**config.mk**
```make
export PLATFORM = sky130hd
export DESIGN_NAME = resp_frame_body_parser
export DESIGN_NICKNAME = d
export VERILOG_FILES = /design/src/hw/rtl/rfbp_pkg.sv /design/src/hw/rtl/resp_frame_body_parser.sv /design/src/hw/rtl/rfbp_num.sv /design/src/hw/rtl/rfbp_ctl.sv
export SDC_FILE = /design/constraint.sdc
export NUM_CORES = 1
export LEC_CHECK = 0
export ABC_AREA = 1
export BUFFER_PORTS_ARGS = -buffer_cell sky130_fd_sc_hd__buf_4
export CORE_MARGIN = 4
export CORE_UTILIZATION = 45
export DETAILED_ROUTE_END_ITERATION = 8
export MAX_ROUTING_LAYER = met4
export SYNTH_ARGS = -nofsm -noshare
export SYNTH_HDL_FRONTEND = slang
export SYNTH_SLANG_ARGS = --single-unit
```
**constraint.sdc**
```tcl
create_clock -name i_clk -period 5.7 [get_ports i_clk]
set_input_delay 0.285 -clock i_clk [delete_from_list [all_inputs] [get_ports i_clk]]
set_output_delay 0.285 -clock i_clk [all_outputs]
set_load 0.03 [all_outputs]
```
**src/hw/rtl/rfbp_pkg.sv**
```systemverilog
// Shared types and constants for the frame body parser.
// Holds the request and result structs, state encodings and character codes.
// No dependencies.
`timescale 1ns / 1ps

package rfbp_pkg;

    // One request: a body byte with its framing information.
    typedef struct packed {
        logic [7:0] data_byte;
        logic       frame_start;
        logic [2:0] frame_kind;
    } t_request;

    // One result item.
    typedef struct packed {
        logic [1:0]         result_type;
        logic [7:0]         payload_byte;
        logic signed [63:0] int_value;
        logic               bool_value;
        logic [1:0]         error_code;
        logic [2:0]         kind_echo;
    } t_result;

    // Frame kinds.
    localparam logic [2:0] KIND_SIMPLE   = 3'd0;
    localparam logic [2:0] KIND_ERROR    = 3'd1;
    localparam logic [2:0] KIND_BIGNUM   = 3'd2;
    localparam logic [2:0] KIND_BULK     = 3'd3;
    localparam logic [2:0] KIND_BULK_ERR = 3'd4;
    localparam logic [2:0] KIND_INTEGER  = 3'd5;
    localparam logic [2:0] KIND_BOOLEAN  = 3'd6;
    localparam logic [2:0] KIND_NULL     = 3'd7;

    // Result types.
    localparam logic [1:0] RES_PAYLOAD = 2'd0;
    localparam logic [1:0] RES_DONE    = 2'd1;
    localparam logic [1:0] RES_FAILED  = 2'd2;

    // Error codes.
    localparam logic [1:0] ERR_NONE    = 2'd0;
    localparam logic [1:0] ERR_INVALID = 2'd1;
    localparam logic [1:0] ERR_NUMBER  = 2'd2;
    localparam logic [1:0] ERR_LENGTH  = 2'd3;

    // Characters.
    localparam logic [7:0] CH_CR    = 8'h0D;
    localparam logic [7:0] CH_LF    = 8'h0A;
    localparam logic [7:0] CH_SPACE = 8'h20;
    localparam logic [7:0] CH_TAB   = 8'h09;
    localparam logic [7:0] CH_VT    = 8'h0B;
    localparam logic [7:0] CH_FF    = 8'h0C;
    localparam logic [7:0] CH_PLUS  = 8'h2B;
    localparam logic [7:0] CH_MINUS = 8'h2D;
    localparam logic [7:0] CH_ZERO  = 8'h30;
    localparam logic [7:0] CH_NINE  = 8'h39;
    localparam logic [7:0] CH_T     = 8'h74;
    localparam logic [7:0] CH_F     = 8'h66;

    // Largest magnitudes for a positive and a negative 64-bit result.
    localparam logic [67:0] MAG_LIMIT_POS = 68'h0_7FFF_FFFF_FFFF_FFFF;
    localparam logic [67:0] MAG_LIMIT_NEG = 68'h0_8000_0000_0000_0000;

    // Frame parse phase.
    typedef enum logic [6:0] {
        PH_IDLE      = 7'b0000001,
        PH_LINE      = 7'b0000010,
        PH_LINE_LF   = 7'b0000100,
        PH_BULK_DATA = 7'b0001000,
        PH_BULK_CR   = 7'b0010000,
        PH_BULK_LF   = 7'b0100000,
        PH_DROP      = 7'b1000000
    } t_phase;

    // Number scanner stage.
    typedef enum logic [3:0] {
        NS_SKIP   = 4'b0001,
        NS_SIGN   = 4'b0010,
        NS_DIGITS = 4'b0100,
        NS_END    = 4'b1000
    } t_nstage;

    // Decimal number scanner state.
    typedef struct packed {
        logic [63:0] magnitude;
        logic        negative;
        t_nstage     stage;
        logic        overflowed;
    } t_num_st;

endpackage

```
**src/hw/rtl/resp_frame_body_parser.sv**
```systemverilog
// Frame body parser: throughput is one request per cycle, sustained while the
// result side takes results. Every request passes an input register, then one
// pass of parse logic updates the frame state and loads the result register.
// Reset (synchronous, active low) empties both registers and returns the
// parser to idle, waiting for a frame start.
`timescale 1ns / 1ps

module resp_frame_body_parser #(
    parameter int LEN_BITS = 32
) (
    input  logic               i_clk,
    input  logic               i_rst_n,
    input  logic               i_req_valid,
    output logic               o_req_stall,
    input  rfbp_pkg::t_request i_req,
    output logic               o_rsp_valid,
    input  logic               i_rsp_stall,
    output rfbp_pkg::t_result  o_rsp
);
    import rfbp_pkg::*;

    // Input register holding one accepted request until it is parsed.
    logic      r_in_valid;
    t_request  r_in;

    // Result register facing the output channel.
    logic      r_out_valid;
    t_result   r_out;

    logic      proc_go;
    logic      has_result;
    t_result   result;

    // A request is parsed when the result register is free, or is being
    // emptied this cycle. Requests that cause no result still need this slot
    // so that the result order stays the request order.
    assign proc_go     = r_in_valid && (!r_out_valid || !i_rsp_stall);

    // The input register can take a new request whenever it is empty or its content moves on.
    assign o_req_stall = r_in_valid && !proc_go;

    rfbp_ctl #(
        .LEN_BITS (LEN_BITS)
    ) u_ctl (
        .i_clk        (i_clk),
        .i_rst_n      (i_rst_n),
        .i_fire       (proc_go),
        .i_req        (r_in),
        .o_has_result (has_result),
        .o_result     (result)
    );

    always_ff @(posedge i_clk) begin
        if (!i_rst_n) begin
            r_in_valid <= 1'b0;
        end else if (i_req_valid && !o_req_stall) begin
            r_in_valid <= 1'b1;
        end else if (proc_go) begin
            r_in_valid <= 1'b0;
        end
    end

    always_ff @(posedge i_clk) begin
        if (i_req_valid && !o_req_stall) begin
            r_in <= i_req;
        end
    end

    always_ff @(posedge i_clk) begin
        if (!i_rst_n) begin
            r_out_valid <= 1'b0;
        end else if (proc_go) begin
            r_out_valid <= has_result;
        end else if (!i_rsp_stall) begin
            r_out_valid <= 1'b0;
        end
    end

    always_ff @(posedge i_clk) begin
        if (proc_go && has_result) begin
            r_out <= result;
        end
    end

    assign o_rsp_valid = r_out_valid;
    assign o_rsp       = r_out;

endmodule

```
**src/hw/rtl/rfbp_num.sv**
```systemverilog
// Decimal number scanner step: advances the scanner state by one character.
// Depends on rfbp_pkg.
`timescale 1ns / 1ps

module rfbp_num (
    input  rfbp_pkg::t_num_st i_num,
    input  logic [7:0]        i_char,
    output rfbp_pkg::t_num_st o_num
);
    import rfbp_pkg::*;

    logic        is_digit;
    logic        is_blank;
    logic [3:0]  digit;
    logic [67:0] wide_mag;
    logic [67:0] product;
    logic [67:0] limit;
    t_num_st     acc;

    assign is_digit = (i_char >= CH_ZERO) && (i_char <= CH_NINE);
    assign is_blank = (i_char == CH_SPACE) || (i_char == CH_TAB) ||
                      (i_char == CH_VT) || (i_char == CH_FF);
    assign digit    = 4'(i_char - CH_ZERO);
    assign wide_mag = {4'b0, i_num.magnitude};
    // Times ten plus the digit; exceeding the limit is exactly the overflow test.
    assign product  = (wide_mag << 3) + (wide_mag << 1) + {64'b0, digit};
    assign limit    = i_num.negative ? MAG_LIMIT_NEG : MAG_LIMIT_POS;

    always_comb begin
        acc       = i_num;
        acc.stage = NS_DIGITS;
        if (!i_num.overflowed) begin
            if (product > limit) begin
                acc.overflowed = 1'b1;
            end else begin
                acc.magnitude = product[63:0];
            end
        end
    end

    always_comb begin
        o_num = i_num;
        case (i_num.stage)
            NS_SKIP: begin
                if (is_blank) begin
                    o_num = i_num;
                end else if ((i_char == CH_PLUS) || (i_char == CH_MINUS)) begin
                    o_num.negative = (i_char == CH_MINUS);
                    o_num.stage    = NS_SIGN;
                end else if (is_digit) begin
                    o_num = acc;
                end else begin
                    o_num.overflowed = 1'b1;
                    o_num.stage      = NS_END;
                end
            end
            NS_SIGN: begin
                if (is_digit) begin
                    o_num = acc;
                end else begin
                    o_num.overflowed = 1'b1;
                    o_num.stage      = NS_END;
                end
            end
            NS_DIGITS: begin
                if (is_digit) begin
                    o_num = acc;
                end else begin
                    o_num.stage = NS_END;
                end
            end
            default: begin
                o_num = i_num;
            end
        endcase
    end

endmodule

```
**src/hw/rtl/rfbp_ctl.sv**
```systemverilog
// Frame parse state and per-byte decision logic.
// Depends on rfbp_pkg and rfbp_num.
`timescale 1ns / 1ps

module rfbp_ctl #(
    parameter int LEN_BITS = 32
) (
    input  logic               i_clk,
    input  logic               i_rst_n,
    input  logic               i_fire,
    input  rfbp_pkg::t_request i_req,
    output logic               o_has_result,
    output rfbp_pkg::t_result  o_result
);
    import rfbp_pkg::*;

    t_phase              r_phase, n_phase;
    logic [2:0]          r_kind, n_kind;
    t_num_st             r_num, n_num;
    logic [LEN_BITS-1:0] r_remain, n_remain;
    logic [1:0]          r_line_cnt, n_line_cnt;
    logic [7:0]          r_first_char, n_first_char;

    // State as seen by this byte, after a frame start has taken effect.
    t_phase              c_phase;
    logic [2:0]          c_kind;
    t_num_st             c_num;
    logic [LEN_BITS-1:0] c_remain;
    logic [1:0]          c_line_cnt;
    logic [7:0]          c_first_char;

    t_num_st             num_step;
    logic [7:0]          ch;
    logic                bad_num;
    logic                len_too_big;
    logic [LEN_BITS-1:0] remain_dec;

    localparam t_num_st NUM_RESET = '{magnitude: 64'd0, negative: 1'b0,
                                      stage: NS_SKIP, overflowed: 1'b0};

    assign ch = i_req.data_byte;

    always_comb begin
        if (i_req.frame_start) begin
            c_phase      = PH_LINE;
            c_kind       = i_req.frame_kind;
            c_num        = NUM_RESET;
            c_remain     = '0;
            c_line_cnt   = 2'd0;
            c_first_char = 8'd0;
        end else begin
            c_phase      = r_phase;
            c_kind       = r_kind;
            c_num        = r_num;
            c_remain     = r_remain;
            c_line_cnt   = r_line_cnt;
            c_first_char = r_first_char;
        end
    end

    rfbp_num u_num (
        .i_num  (c_num),
        .i_char (ch),
        .o_num  (num_step)
    );

    assign bad_num     = ((c_num.stage != NS_DIGITS) && (c_num.stage != NS_END)) ||
                         c_num.overflowed;
    assign len_too_big = |c_num.magnitude[63:LEN_BITS];
    assign remain_dec  = c_remain - 1'b1;

    always_comb begin
        n_phase      = c_phase;
        n_kind       = c_kind;
        n_num        = c_num;
        n_remain     = c_remain;
        n_line_cnt   = c_line_cnt;
        n_first_char = c_first_char;
        o_has_result = 1'b0;
        o_result     = '0;
        o_result.kind_echo = c_kind;

        case (c_phase)
            PH_LINE: begin
                if (ch == CH_CR) begin
                    n_phase = PH_LINE_LF;
                end else if (ch == CH_LF) begin
                    n_phase             = PH_DROP;
                    o_has_result        = 1'b1;
                    o_result.result_type = RES_FAILED;
                    o_result.error_code  = ERR_INVALID;
                end else begin
                    case (c_kind)
                        KIND_SIMPLE, KIND_ERROR, KIND_BIGNUM: begin
                            o_has_result          = 1'b1;
                            o_result.result_type  = RES_PAYLOAD;
                            o_result.payload_byte = ch;
                        end
                        KIND_BULK, KIND_BULK_ERR, KIND_INTEGER: begin
                            n_num = num_step;
                        end
                        KIND_BOOLEAN: begin
                            if (c_line_cnt == 2'd0) begin
                                n_first_char = ch;
                            end
                            if (c_line_cnt != 2'd2) begin
                                n_line_cnt = c_line_cnt + 2'd1;
                            end
                        end
                        default: begin
                            n_num = c_num;
                        end
                    endcase
                end
            end
            PH_LINE_LF: begin
                o_has_result = 1'b1;
                if (ch != CH_LF) begin
                    n_phase              = PH_DROP;
                    o_result.result_type = RES_FAILED;
                    o_result.error_code  = ERR_INVALID;
                end else begin
                    case (c_kind)
                        KIND_BULK, KIND_BULK_ERR: begin
                            if (bad_num) begin
                                n_phase              = PH_DROP;
                                o_result.result_type = RES_FAILED;
                                o_result.error_code  = ERR_NUMBER;
                            end else if ((c_num.negative && (c_num.magnitude != 64'd0)) ||
                                         len_too_big) begin
                                n_phase              = PH_DROP;
                                o_result.result_type = RES_FAILED;
                                o_result.error_code  = ERR_LENGTH;
                            end else begin
                                o_has_result = 1'b0;
                                n_remain     = c_num.magnitude[LEN_BITS-1:0];
                                n_phase      = (c_num.magnitude == 64'd0) ?
                                               PH_BULK_CR : PH_BULK_DATA;
                            end
                        end
                        KIND_INTEGER: begin
                            if (bad_num) begin
                                n_phase              = PH_DROP;
                                o_result.result_type = RES_FAILED;
                                o_result.error_code  = ERR_NUMBER;
                            end else begin
                                n_phase              = PH_IDLE;
                                o_result.result_type = RES_DONE;
                                o_result.int_value   = c_num.negative ?
                                    $signed(64'd0 - c_num.magnitude) :
                                    $signed(c_num.magnitude);
                            end
                        end
                        KIND_BOOLEAN: begin
                            if ((c_line_cnt != 2'd1) ||
                                ((c_first_char != CH_T) && (c_first_char != CH_F))) begin
                                n_phase              = PH_DROP;
                                o_result.result_type = RES_FAILED;
                                o_result.error_code  = ERR_INVALID;
                            end else begin
                                n_phase              = PH_IDLE;
                                o_result.result_type = RES_DONE;
                                o_result.bool_value  = (c_first_char == CH_T);
                            end
                        end
                        default: begin
                            n_phase              = PH_IDLE;
                            o_result.result_type = RES_DONE;
                        end
                    endcase
                end
            end
            PH_BULK_DATA: begin
                n_remain = remain_dec;
                if (remain_dec == '0) begin
                    n_phase = PH_BULK_CR;
                end
                o_has_result          = 1'b1;
                o_result.result_type  = RES_PAYLOAD;
                o_result.payload_byte = ch;
            end
            PH_BULK_CR: begin
                if (ch != CH_CR) begin
                    n_phase              = PH_DROP;
                    o_has_result         = 1'b1;
                    o_result.result_type = RES_FAILED;
                    o_result.error_code  = ERR_INVALID;
                end else begin
                    n_phase = PH_BULK_LF;
                end
            end
            PH_BULK_LF: begin
                o_has_result = 1'b1;
                if (ch != CH_LF) begin
                    n_phase              = PH_DROP;
                    o_result.result_type = RES_FAILED;
                    o_result.error_code  = ERR_INVALID;
                end else begin
                    n_phase              = PH_IDLE;
                    o_result.result_type = RES_DONE;
                end
            end
            default: begin
                // Idle or dropping after a failure: the byte is discarded.
                n_phase = c_phase;
            end
        endcase
    end

    always_ff @(posedge i_clk) begin
        if (!i_rst_n) begin
            r_phase      <= PH_IDLE;
            r_kind       <= KIND_SIMPLE;
            r_num        <= NUM_RESET;
            r_remain     <= '0;
            r_line_cnt   <= 2'd0;
            r_first_char <= 8'd0;
        end else if (i_fire) begin
            r_phase      <= n_phase;
            r_kind       <= n_kind;
            r_num        <= n_num;
            r_remain     <= n_remain;
            r_line_cnt   <= n_line_cnt;
            r_first_char <= n_first_char;
        end
    end

endmodule
```
==> impl_metrics.ini, run 1 <==
[cells_and_area]
seq_area_um2 = 5250
fin_area_um2 = 29300
final_layout_size_suffix_gt1_frac = 0.256
finalNonFillerCells = 4522
nets = 4098
final.fill_count = 4528
syn2layout_area_growth_pct = 33.2
multiInputGateArea_um2 = 16000

[synthesis]
syn_nets = 3626
synth_cell_type_count = 65
synth_edf_count = 92
ys_ff_latch = 216
async_flop_share = 0
synth_ff_type = dfxtp_1
netlist_instances = 3414
ys_warn_count = 0
syn_avg_cell_area_um2 = 6.44
synthesis.area_um2 = 22000
ys_seq_area_frac = 0.239

[global_route]
grt_pass1_wl_mm = 142
grt_pass1_vias = 24700
grt-ovfl-total = 0
grt_max_degree = 98
gr-usage-all-layers = 0.349
grt_antenna_before_repair = 1

[drt]
top_layer = met4
wl_met1_mm = 39.6
drtAntennaViolNets = 0
wl_per_cell_um = 20.7
wl_met2_mm = 40.8
drc_errors = 0
routed_wl_mm = 93.5
firstDrtPassIters = 6
viasPerCell = 5.78
drt_iter0_drc = 3115
vias = 26200
dr_wl_met3_mm = 9.21

[power_and_ir_drop]
power_mw = 4.79
swShare = 0.344
seq_power_share = 0.353
power_per_cell_area_nw_per_um2 = 163
p_clk_frac = 0.373
combPwrFrac = 0.274
vdd_drop_max_uv = 213
switchingPower_mw = 1.65
p_leak_nw = 14.2
internal_power_mw = 3.14

[setup_path]
critPathArrivalTime_ns = 6.18
setup.worst_path.start_class = flip-flop
worstPathRequired_ns = 6.21
crit_path_end_kind = flip-flop
cp_slowest_cell = edfxtp_1
cpMostUsedCell = nand2_1
critical_path_peak_fanout = 15
critical_path_class = flip-flop to flip-flop
cpPeakStageDelay_ns = 0.43

[sta]
fmax_mhz = 176
slew_headroom = 0.198
worst_pin_slew_ns = 1.20
layout_min_cycle_time_ns = 5.67
finalMaxSlewViolations = 0
period_share = 0.995
hold_violations = 0
setup_viol = 0
rsz0062_at_grt = yes
finalClockSkew_ns = 0.0204

[clock_network]
cts_buffer_depth = 3
clkTransAtPathRegs_ns = 0.06
cts_tree = built
cts_root_buf = clkbuf_16
htree_levels = 1
insertion_delay_ns = 0.58
cts_inserted_buffers = 26
numClockSinks = 216

[placement]
placed_area_um2 = 26100
portBuffers = 97
gp_congestion = 1.00
dp_hpwl_mm = 69.2
dp_cells = 4413

[die]
dieArea_um2 = 52500
io_pins = 98
start_util = 0.458
fp-row-count = 80
die_h_um = 229
core_area_um2 = 48000
die_w_um = 229

[status]
status = finished clean

[job]
drv_cap = 0

[worst_hold_path]
hold_class = input port to flip-flop
-- power groups by stage --
stage                     Sequential, mW  Combinational [mW]  Clock [mW]
after floorplan                     1.72               0.740           0
after global placement              1.72                1.13           0
after detailed placement            1.72                1.14           0
after CTS                           1.69                1.22        1.80
after global routing                1.69                1.41        1.86
final                               1.69                1.31        1.79
-- worst max-delay path: cells and delay by family, from the launching register on --
family / cells / cell delay, ns
AO/OA/AOI/OAI: 6 / 0.86
AND/OR/NAND/NOR: 15 / 1.79
flip-flops: 1 / 0.43
adder cells (fa/ha/maj): 3 / 0.75
buffers and inverters: 12 / 1.56
XOR/XNOR: 1 / 0.18
-- layout make-up --
class,count,share of cell area
Sequential cell,216,0.179
Inverter,446,0.0591
Timing Repair Buffer,575,0.160
Multi-Input combinational cell,2621,0.546
Clock inverter,15,0.00666
Antenna cell,1,0.0000854
Tap cell,615,0.0263
Clock buffer,33,0.0235
-- synth_stat cells (all sizes together) (4+ instances only) --
cell     number  share of area
a211oi       17         0.0058
a21o          4         0.0014
a21oi       456           0.10
a221oi        4         0.0016
a311oi        9         0.0036
a31oi        18         0.0051
a41oi        12         0.0048
and3          6         0.0017
buf          46          0.014
clkbuf       85          0.015
clkinv        4        0.00068
dfxtp       124           0.11
edfxtp       92           0.13
ha          195           0.11
inv         442          0.076
nand2       871           0.15
nand3       106          0.026
nand4        42          0.014
nor2        320          0.060
nor3         51          0.015
nor4         13         0.0043
o2111ai       8         0.0032
o211ai       68          0.023
o21a          4         0.0014
o21ai       274          0.063
o21bai       11         0.0038
o22ai         7         0.0020
o31ai        10         0.0034
or2           8         0.0023
xnor2        29          0.012
xor2         58          0.023
-- routing by layer --
layer  track usage  up-vias
met1         0.467    12200
li1              -    12400
met3        0.0595      216
met4         0.128        0
met5             -        -
met2         0.533     1352
-- through the flow --
stage	utilization	setup slack, ns	hold WS [ns]	TNS [ns]
final	0.610	0.0291	0.0718	0
after global placement	0.543	-0.807	0.451	-47.62
after global routing	0.610	-0.246	0.0776	-10.82
after CTS	0.589	0.00740	0.0603	0
after detailed placement	0.543	-0.980	0.457	-55.20
after floorplan	-	0.0801	0.384	0
-- cells in the final DEF, fill, tap and decap left out, drive strengths merged, types with 29 or more instances in the layout --
cell type	instances
nand2	871
buf	559
a21oi	456
inv	438
nor2	320
o21ai	274
ha	195
dfxtp	124
nand3	106
edfxtp	92
o211ai	68
xor2	58
nor3	51
nand4	42
clkbuf	35
xnor2	29
-- final timing paths --
check	startpoint	end	slack [ns]	cells after the start
setup / recovery	r_in[3]	u_ctl.r_num[68]	0.03	37
hold / removal	i_rsp_stall	o_rsp_valid	0.07	3
setup reg to reg	r_in[3]	u_ctl.r_num[68]	0.03	37
hold reg to reg	u_ctl.r_remain[30]	u_ctl.r_remain[30]	0.47	2
-- state kept, by name (all words and copies together), names as in the netlist --
| signal | flops |
|---|---|
| o_rsp | 80 |
| u_ctl.r_num | 70 |
| u_ctl.r_remain | 32 |
| r_in | 12 |
| u_ctl.r_first_char | 8 |
| u_ctl.r_phase | 7 |
| u_ctl.r_kind | 3 |
| u_ctl.r_line_cnt | 2 |
| o_rsp_valid | 1 |
| r_in_valid | 1 |
-- what timing repair did --
item,4_1_cts,5_1_grt
hold buffers,13,0
hold endpoints to repair,13,0
gates resized for setup,190,213
setup endpoints to repair,65,65
setup buffers,19,22
cloned,6,2
pin swaps,41,85
-- cell families after synthesis --
kind of cell	synth area share
buffers and inverters	0.105
flip-flops	0.239
AND/OR/NAND/NOR	0.278
XOR/XNOR	0.0347
AO/OA/AOI/OAI	0.232
adder cells (fa/ha/maj)	0.112
No activity file was read; power rests on OpenSTA's default activity.
==> run 2: changes to the inputs <==
Settings changed: ABC_AREA 1 to unset.
==> run 2 against run 1 <==
Effect of this change:
- the run now ends with negative setup slack left
- clock-buffer cell count did not move
- utilization rose by 4.0 points
- first-iteration DRC count down 23%
- global-route usage decreased by 0.21 points
- power shrank 18%
- routed wire length is 15% lower
- cell count is 24% lower
- sequential power about the same
- synthesized cell count fell by 32%
- combinational power fell by 59%
- hold slack gained 0.071 ns
==> impl_metrics.ini, run 2 <==
[sta]
worst_pin_slew_ns = 1.23
slew_headroom = 0.181
period_share = 1.14
layout_min_cycle_time_ns = 6.52
setup_viol = 65
fmax_mhz = 153
finalMaxSlewViolations = 0
finalClockSkew_ns = 0.0156
rsz0062_at_grt = yes
fin_tns_setup_ns = -45.50
layout_setup_ws_ns = -0.822
hold_violations = 0

[synthesis]
ys_warn_count = 0
ys_ff_latch = 216
synth.largest_area_cell = edfxtp_1
yosysMostFrequentCell = nor2_1
syn_avg_cell_area_um2 = 8.02
ys_seq_area_frac = 0.283
synth_ff_type = dfxtp_1
async_flop_share = 0
synthesis.area_um2 = 18500
synth_area_leaders = edfxtp_1 (15%), dfxtp_1 (13%), ha_1 (13%), a21oi_1 (5.9%), nor2_1 (5.3%)
syn_nets = 2518
synth_cell_type_count = 89
synth_top_area_frac = 0.149
synth_edf_count = 92
synth_common_cells = nor2_1 (260), a21oi_1 (218), nand2_1 (211)
netlist_instances = 2306

[die]
core_area_um2 = 40700
io_pins = 98
die_h_um = 211
dieArea_um2 = 44400
fp-row-count = 74
start_util = 0.454
die_w_um = 211

[power_and_ir_drop]
p_leak_nw = 11.5
combPwrFrac = 0.138
p_clk_frac = 0.442
seq_power_share = 0.420
switchingPower_mw = 1.09
power_per_cell_area_nw_per_um2 = 149
internal_power_mw = 2.86
swShare = 0.276
vdd_drop_max_uv = 218
power_mw = 3.95

[cells_and_area]
finalNonFillerCells = 3439
seq_area_um2 = 5250
nets = 3098
final_layout_size_suffix_gt1_frac = 0.328
largest_reg_flops = 80
final_common_cell = buf_4
multiInputGateArea_um2 = 14300
final.fill_count = 3502
syn2layout_area_growth_pct = 43.1
final_cell_mix = buf_4 (621), nor2_1 (253), nand2_1 (203)

[setup_path]
reg2reg_from = r_in[3]
cpMostUsedCell = buf_4
critical_path_class = flip-flop to flip-flop
critical_path_peak_fanout = 13
setup.worst_path.start_class = flip-flop
crit_path_end_kind = flip-flop
critPathArrivalTime_ns = 7.00
worstPathRequired_ns = 6.18
cpPeakStageDelay_ns = 0.44
cp-startpoint = r_in[3]
cp_slowest_cell = a2111o_1

[placement]
gp_congestion = 1.02
pre_cts_slack_ns = -1.25
dp_hpwl_mm = 61.2
portBuffers = 97
dp_cells = 3325

[drt]
routed_wl_mm = 79.7
vias = 21000
drt_iter0_drc = 2396
viasPerCell = 6.11
wl_per_cell_um = 23.2
firstDrtPassIters = 5
drtAntennaViolNets = 0
drc_errors = 0

[global_route]
grt_pass1_vias = 19800
grt_pass1_wl_mm = 118
grt_antenna_before_repair = 1
grt-ovfl-total = 0
gr-usage-all-layers = 0.347
grt_max_degree = 66

[clock_network]
htree_levels = 1
insertion_delay_ns = 0.55
clkTransAtPathRegs_ns = 0.06
cts_inserted_buffers = 26
cts_root_buf = clkbuf_16
cts_tree = built
cts_buffer_depth = 3
numClockSinks = 216

[worst_hold_path]
hold_class = input port to flip-flop
hp-start = i_rst_n

[job]
drv_cap = 0

[status]
violations = negative setup slack
status = finished with violations
## run 2: changes by cell type after synthesis, sizes merged, moves of 30 or more
cell    change
inv       -400
nor2       -59
xor2       +30
o211ai     -49
nor2b      +74
a22o       +33
nand2     -660
a21oi     -238
nand3      -47
o21ai      -93
## run 2: power groups by stage
stage / registers, mW / clock network, mW / logic, mW
after floorplan: 1.69 / 0 / 0.309
after global placement: 1.69 / 0 / 0.473
after detailed placement: 1.69 / 0 / 0.479
after CTS: 1.66 / 1.75 / 0.515
after global routing: 1.66 / 1.82 / 0.578
final: 1.66 / 1.74 / 0.543
## run 2: cell families after synthesis
| group | count (synthesis) | share of synthesized area |
|---|---|---|
| AND/OR/NAND/NOR | 849 | 0.225 |
| adder cells (fa/ha/maj) | 196 | 0.133 |
| buffers and inverters | 163 | 0.0346 |
| XOR/XNOR | 136 | 0.0644 |
| flip-flops | 216 | 0.283 |
| multiplexers | 17 | 0.00960 |
| AO/OA/AOI/OAI | 729 | 0.250 |
## run 2: worst max-delay path: cells and delay by family (launching register included)
| family | cells | cell delay (ns) |
|---|---|---|
| and+or+nand+nor | 6 | 1.14 |
| xor gates and xnor gates | 1 | 0.16 |
| buffers and inverters | 9 | 1.46 |
| adders and majority gates | 3 | 0.90 |
| DFF | 1 | 0.42 |
| AOI/OAI and AO/OA | 11 | 2.34 |
## run 2: what timing repair did
action | in CTS | in global routing
buffers inserted | 24 | 24
pin swaps | 51 | 61
hold buffers | 14 | 0
setup endpoints to repair | 65 | 65
endpoints found under the hold margin | 14 | 0
gates resized for setup | 129 | 114
cloned | 5 | 2
## run 2: path summary, 6_finish.rpt
| check | slack [ns] | cells past startpoint | endpoint |
|---|---|---|---|
| setup / recovery | -0.82 | 30 | u_ctl.r_num[44] |
| hold / removal | 0.14 | 2 | u_ctl.r_num[1] |
| setup reg to reg | -0.82 | 30 | u_ctl.r_num[44] |
| hold reg to reg | 0.49 | 2 | u_ctl.r_phase[5] |
## run 2: through the flow
stage	util	area [um2]	hold slack (ns)
finish	0.650	26500	0.142
global route	0.650	26500	0.145
CTS	0.633	25800	0.126
detailed placement	0.586	23900	0.465
global placement	0.586	23900	0.463
floorplan	-	19200	0.384
## run 2: routing by layer
metal  vias up  GRT usage  part of all wire
met5         -          -                 0
met4         0     0.0905             0.026
met3       149     0.0606             0.098
met2      1040      0.509              0.43
met1     10000      0.498              0.45
li1       9770          -                 -
## run 2: layout make-up
cell class                 count  share of cell area
multi-input combinational   1931               0.538
timing repair buffer         669               0.199
sequential                   216               0.198
clock buffer                  33              0.0271
tap                          532              0.0251
clock inverter                15             0.00633
inverter                      42             0.00595
antenna                        1           0.0000945
